`config.mk`:
```
export PLATFORM = sky130hd
export DESIGN_NAME = bdrs_ctrl
export DESIGN_NICKNAME = d
export VERILOG_FILES = /design/src/hdl/bdrs_pkg.sv /design/src/hdl/bdrs_ctrl.sv
export SDC_FILE = /design/constraint.sdc
export NUM_CORES = 1
export LEC_CHECK = 0
export BUFFER_PORTS_ARGS = -buffer_cell sky130_fd_sc_hd__clkbuf_2
export CORE_AREA = 5 5 42 44
export CTS_CLUSTER_SIZE = 25
export DETAILED_ROUTE_END_ITERATION = 12
export DIE_AREA = 0 0 47 49
export PLACE_DENSITY = 0.67
export SETUP_SLACK_MARGIN = 0.4
export SYNTH_ARGS = -nofsm -noshare
export SYNTH_HDL_FRONTEND = slang
export SYNTH_SLANG_ARGS = --single-unit
```
`constraint.sdc`:
```
create_clock -name clk -period 1.5 [get_ports clk]
set_input_delay 0.075 -clock clk [delete_from_list [all_inputs] [get_ports clk]]
set_output_delay 0.075 -clock clk [all_outputs]
set_load 0.01 [all_outputs]
```
`src/hdl/bdrs_pkg.sv`:
```
// Shared types and constants for the block decomposed range sum core.
`default_nettype none

package bdrs_pkg;

	// default sizes
	localparam int ELEMENTS_DEF   = 4096;
	localparam int BLOCK_SIZE_DEF = 64;

	// request / result field widths
	localparam int IDX_W = 12;
	localparam int VAL_W = 32;
	localparam int SUM_W = 64;

	// request kind code
	localparam logic KIND_QUERY = 1'b1;

	typedef enum logic [2:0] {
		ST_CLEAR,
		ST_IDLE,
		ST_DIV,
		ST_WRD,
		ST_WUPD,
		ST_WALK,
		ST_DRAIN,
		ST_FINISH
	} state_t;

	// controller -> datapath
	typedef struct packed {
		logic load;
		logic div_step;
		logic wr_read;
		logic wr_commit;
		logic walk_step;
		logic clr_step;
		logic out_load;
	} cmd_t;

	// datapath -> controller
	typedef struct packed {
		logic in_write_ok;
		logic in_empty;
		logic div_last;
		logic walk_last;
		logic clr_last;
	} sts_t;

endpackage

`default_nettype wire

```
`src/hdl/bdrs_ctrl.sv`:
```
// Controller: request sequencing state machine and result valid flag.
`default_nettype none

module bdrs_ctrl (
	input  wire logic           clk,
	input  wire logic           arst_n,
	input  wire logic           in_valid,
	input  wire logic           kind,
	input  wire logic           out_stall,
	input  wire bdrs_pkg::sts_t sts,
	output bdrs_pkg::cmd_t      cmd,
	output logic                in_stall,
	output logic                out_valid
);

	bdrs_pkg::state_t state_q, state_nxt;
	logic             query_q, query_nxt;
	logic             out_valid_q;
	logic             slot_free;

	always_ff @(posedge clk or negedge arst_n) begin
		if (!arst_n) begin
			state_q     <= bdrs_pkg::ST_CLEAR;
			query_q     <= 1'b0;
			out_valid_q <= 1'b0;
		end else begin
			state_q     <= state_nxt;
			query_q     <= query_nxt;
			out_valid_q <= cmd.out_load | (out_valid_q & out_stall);
		end
	end

	always_comb begin
		slot_free = ~out_valid_q | ~out_stall;
		state_nxt = state_q;
		query_nxt = query_q;
		cmd       = '0;
		in_stall  = 1'b1;
		unique case (state_q)
			bdrs_pkg::ST_CLEAR: begin
				cmd.clr_step = 1'b1;
				if (sts.clr_last) begin
					state_nxt = bdrs_pkg::ST_IDLE;
				end
			end
			bdrs_pkg::ST_IDLE: begin
				in_stall = 1'b0;
				if (in_valid) begin
					cmd.load  = 1'b1;
					query_nxt = kind == bdrs_pkg::KIND_QUERY;
					if (kind == bdrs_pkg::KIND_QUERY) begin
						state_nxt = sts.in_empty ? bdrs_pkg::ST_FINISH : bdrs_pkg::ST_DIV;
					end else if (sts.in_write_ok) begin
						state_nxt = bdrs_pkg::ST_DIV;
					end
				end
			end
			bdrs_pkg::ST_DIV: begin
				cmd.div_step = 1'b1;
				if (sts.div_last) begin
					state_nxt = query_q ? bdrs_pkg::ST_WALK : bdrs_pkg::ST_WRD;
				end
			end
			bdrs_pkg::ST_WRD: begin
				cmd.wr_read = 1'b1;
				state_nxt   = bdrs_pkg::ST_WUPD;
			end
			bdrs_pkg::ST_WUPD: begin
				cmd.wr_commit = 1'b1;
				state_nxt     = bdrs_pkg::ST_IDLE;
			end
			bdrs_pkg::ST_WALK: begin
				cmd.walk_step = 1'b1;
				if (sts.walk_last) begin
					state_nxt = bdrs_pkg::ST_DRAIN;
				end
			end
			bdrs_pkg::ST_DRAIN: begin
				state_nxt = bdrs_pkg::ST_FINISH;
			end
			bdrs_pkg::ST_FINISH: begin
				if (slot_free) begin
					cmd.out_load = 1'b1;
					state_nxt    = bdrs_pkg::ST_IDLE;
				end
			end
			default: begin
				state_nxt = bdrs_pkg::ST_IDLE;
			end
		endcase
	end

	assign out_valid = out_valid_q;

endmodule

`default_nettype wire

```
# Word level (Yosys, flattened, before mapping)
# Cells that the tools add are included.
[classes]
n_addsub = 0
multipliers = 0
n_div = 0
n_lt_le_gt_ge = 0
eq_ne = 13
shift = 0
mux = 20
bitwise = 5
reduce_logical = 3
[ops]
columns = ["cell", "n"]
rows = [
  ["two-way mux 3 bit", 9],
  ["one-hot mux 3 bit (8 select lines)", 1],
  ["equality test 3 bit, second input constant", 4],
  ["two-way mux 1 bit", 10],
  ["!= test 2 bit, second input constant", 5],
  ["equality test 3 x 2 -> 1 bit, second input constant", 2],
  ["AND reduction 6 bit", 1],
  ["equality test 3 x 1 -> 1 bit, second input constant", 1],
  ["zero test 3 bit", 1],
  ["!= test 3 bit, second input constant", 1],
  ["inverter 1 bit", 2],
  ["OR 1 bit", 2],
  ["AND reduction 2 bit", 1],
  ["bitwise AND 1 bit", 1],
]
[word_totals]
register_bits = 5
latchBits = 0
ramBits = 0
mem_bits_ro = 0
in_bits = 10
elab_cells = 44
memories = 0

# Depth between registers and ports, before layout
[logic_depth]
depth_word = 5
mapped_depth = 6
depth_no_buf = 4

# Worst setup path after synthesis
# OpenSTA, ideal clock, no wires.
[synth_timing]
path_kind = "flip-flop to flip-flop"
start = "register state_q[2]"
end = "register state_q[0]"
setup_time_ps = 127
arrival_time_ps = 1345
required_time_ps = 1373
slack_ps = 27
path_stages_with_launch = 6
path_buffers = 1
synth_period_minus_slack_ps = 1473
cell_sequence = "dfrtp_1 > buf_6 > nor3_1 > nand2b_1 > nand3_2 > mux2_1"
[synth_via]
elab_chain_cells = 3
elab_cells_between_ends = 16
classes_between = "eq/ne: 13; mux: 1; reduce/logical: 2"
[synth_rtl]
columns = ["item", "line", "source"]
rows = [
  ["start, declared", "bdrs_ctrl.sv:16", "bdrs_pkg::state_t state_q, state_nxt;"],
  ["start signal, assigned", "bdrs_ctrl.sv:23", "state_q <= bdrs_pkg::ST_CLEAR;"],
  ["start signal, assigned", "bdrs_ctrl.sv:27", "state_q <= state_nxt;"],
  ["equality test 3 x 1 -> 1 bit (tied with other cells)", "bdrs_ctrl.sv:39", "unique case (state_q)"],
  ["!= test 3 bit (no line) or != test 2 bit (tied branches)", "n/a", ""],
  ["AND reduction 6 bit (no line)", "n/a", ""],
]
# Parallel ways exist; a longest one is shown, timed or not.
# A chain may end at the register's enable or synchronous reset.

# Worst setup path after layout
[layout_timing]
start = "register state_q[2]"
end = "register state_q[2]"
# The elaborated chain is that of the path after synthesis.

==> metrics.md <==
| Metric | Value |
|---|---|
| Status | complete, no violations |
| Crit path time final | roughly 1400 ps |
| Die Height | 49 microns |
| Wire length per cell | 11.8 microns |
| Clock Latency Late Sink | 250 ps |
| Initial core utilization | between 20% and 30% |
| Top-area cell type share of the netlist area | 29.9% |
| Initial antenna violation count | 0 |
| Die footprint | 2300 sq um |
| Setup crit end kind | flip-flop |
| DR vias/cell | about 4.8 |
| Post-synth EDFFs | 0 |
| Vias | 433 |
| Top cells by count, synth | nand2_1 (6), dfrtp_1 (5), a21oi_1 (4), nand2b_1 (3), nor2_1 (3) |
| Aggregate routed wire length | 1060 microns |
| First-pass GRT wire length | 1640 microns |
| Max-Cap Viols | 0 |
| CP top delay family | flip-flops |
| DR DRC count | 0 |
| # rows | 14 |
| Largest net degree at the start of global routing | 12 |
| Fin cells | 90 |
| CTS clk-pin slew, worst paths | 50 ps |
| Yosys top cell by area | dfrtp_1 |
| Cell Pwr Density | 2220 nW/um^2 |
| Congestion Overflow GR | 0 |
| IO Pins | 19 |
| Storage element area | 129 sq um |
| Syn Nets | 56 |
| Area Growth Syn to Fin | 57.0% |
| Critical-path maximum fanout | 6 |
| Ys async rst share | 100% |
| Post-synthesis average cell area | slightly above 9 sq um |
| RSZ-0062 raised after global routing | true |
| Initial drt markers | 3 |
| Peak supply drop | 841 uV |
| Worst Path Buf+Inv | 1 |
| Final core utilization | between 40 and 50% |
| Critical path arrival | ~1500 ps |
| Worst setup SP type | flip-flop |
| Fmax | 709 MHz |
| Area occupied by multi-input gates | 307 sq um |
| Clk buf depth | 2 |
| Setup TNS | 0 ps |
| Dpl cell area | ~540 sq um |
| Worst Hold Class | input pin to flip-flop |
| Nets | 85 |
| Cell count after synthesis | 46 |
| Antenna Cells | 0 |
| Slew Viols, Final | 0 |
| Design Area, Final | 658 sq um |
| Final antenna-violating net count | 0 |
| Worst slew margin | approximately 84% |
| Num CTS Buffers | 3 |
| Synth unique cells | 26 |
| CP max stage cell | dfrtp_2 |
| Clock Skew | 9.28 ps |
| Core ar. | between 1000 and 1500 sq um |
| Most used DFF post-synth | dfrtp_1 |
| # setup viols final | 0 |
| CP required | around 1600 ps |
| Layout fillers | 151 |
| CP peak stage delay | 460 ps |
| Seq/Total Area, Yosys | 29.9% |
| Total GRT Usage | between 10% and 20% |
| Hpwl dp | 756 microns |
| Final worst path period share | 94.1% |
| Clock sink total | 5 |
| Actual slew at the worst max-slew pin | about 240 ps |
| CTS tree | yes |
| Die width | 47 microns |
| Cells after DPL | 79 |
| # H-tree levels | 1 |
| Port bufs | 18 |
| Cell Chain, Critical Path | buf_4 > nand2_1 > o311ai_4 > nand3_2 > mux2_4 |
| Fin. Hold Viols | 0 |
| Layout cell share with drive strength beyond 1 | 62.2% |
| Mapped Area | 419 sq um |
| Synth area leaders | dfrtp_1 (30%), o311ai_4 (6.3%), mux2_1 (5.4%) |
| Vias in the first global route | 391 |
| Kind of critical path | flip-flop to flip-flop |
| CTS Root Cell | clkbuf_4 |
| Syn. warnings | 0 |
| Leakage | 0.330 nW |
| #FFs+latches synth | 5 |
| Gpl congestion | 0.701 |
| Most frequent cell after synthesis | nand2_1 |
| Initial DRT Pass Iterations | 3 |
-- final cells by class --
| type | instances | share of cell area [%] |
|---|---|---|
| inverter | 1 | 0.570 |
| multi-input combinational | 36 | 46.6 |
| clock buffer | 4 | 3.99 |
| sequential | 5 | 19.6 |
| timing repair buffer | 28 | 26.2 |
| tap | 16 | 3.04 |
-- layer usage --
metal / vias to the layer above / routed length (microns) / GRT usage [%]
met4: 0 / 20 / 9.68
met3: 2 / 71 / 1.85
li1: 219 / - / -
met1: 196 / 454 / 12.0
met2: 16 / 517 / 14.5
met5: - / 0 / 0
-- power breakdown --
| group | internal, mW | switching, mW | total [mW] |
|---|---|---|---|
| registers | 0.215 | 0.110 | 0.325 |
| clock network | 0.101 | 0.0589 | 0.160 |
| logic | 0.538 | 0.436 | 0.974 |
| total | 0.854 | 0.604 | 1.46 |
-- flip-flops by register name, summed over array words and instances (netlist names) --
signal     flops
query_q        1
out_valid      1
state_q        3
-- cell families (layout without fill, tap and decap cells) --
group | after synthesis | count (layout) | synth area share, %
AO/OA/AOI/OAI | 9 | 9 | 17.9
multiplexers | 3 | 3 | 8.06
AND/OR/NAND/NOR | 24 | 24 | 35.8
flip-flops | 5 | 5 | 29.9
buffers and inverters | 5 | 33 | 8.35
-- worst register-to-register path, stage by stage (launching register included) --
cell and delay, ps:
dfrtp_2 460, buf_4 180, nand2_1 100, o311ai_4 110
nand3_2 130, mux2_4 310
-- cells in the final DEF, fill, tap and decap left out, types with 2 or more instances in the layout --
cell / netlist / layout
clkbuf_4: 0 / 3
nor2_1: 3 / 3
dfrtp_2: 0 / 3
mux2_4: 0 / 3
nand2_1: 6 / 6
clkbuf_2: 0 / 17
buf_4: 2 / 6
buf_6: 1 / 2
buf_2: 1 / 2
nand2b_1: 3 / 3
dfrtp_1: 5 / 2
nor3b_2: 1 / 2
a21oi_1: 4 / 3
-- worst paths after layout --
check	start	to	slack, ps	cells after the start
min in group asynchronous	arst_n	state_q[2]$_DFFE_PN0P_	170	2
max	state_q[2]$_DFFE_PN0P_	state_q[2]$_DFFE_PN0P_	90	5
max reg2reg	state_q[2]$_DFFE_PN0P_	state_q[2]$_DFFE_PN0P_	90	5
min	out_stall	out_valid$_DFF_PN0_	60	3
min reg2reg	out_valid$_DFF_PN0_	out_valid$_DFF_PN0_	510	2
max in group asynchronous	arst_n	state_q[0]$_DFFE_PN0P_	1160	2
-- repair_timing --
| action | 4_1_cts | 5_1_grt |
|---|---|---|
| gates resized for setup | 5 | 10 |
| endpoints found under the hold margin | 5 | 0 |
| hold buffers | 1 | 0 |
| endpoints found under the setup margin | 12 | 12 |
| cloned | 0 | 1 |
| buffers inserted | 1 | 4 |
| pin swaps | 0 | 1 |
-- metrics by stage --
| stage | hold WS, ps | power, mW | setup slack [ps] |
|---|---|---|---|
| 2_1_floorplan | -221 | 0.885 | 117 |
| 6_report | 63.0 | 1.46 | 89.2 |
| 3_5_place_dp | -93.5 | 1.04 | 67.7 |
| 4_1_cts | 49.1 | 1.27 | 108 |
| 5_1_grt | 56.6 | 1.56 | 49.1 |
| 3_3_place_gp | -97.6 | 1.03 | 94.1 |
(Power assumes the default switching activity.)
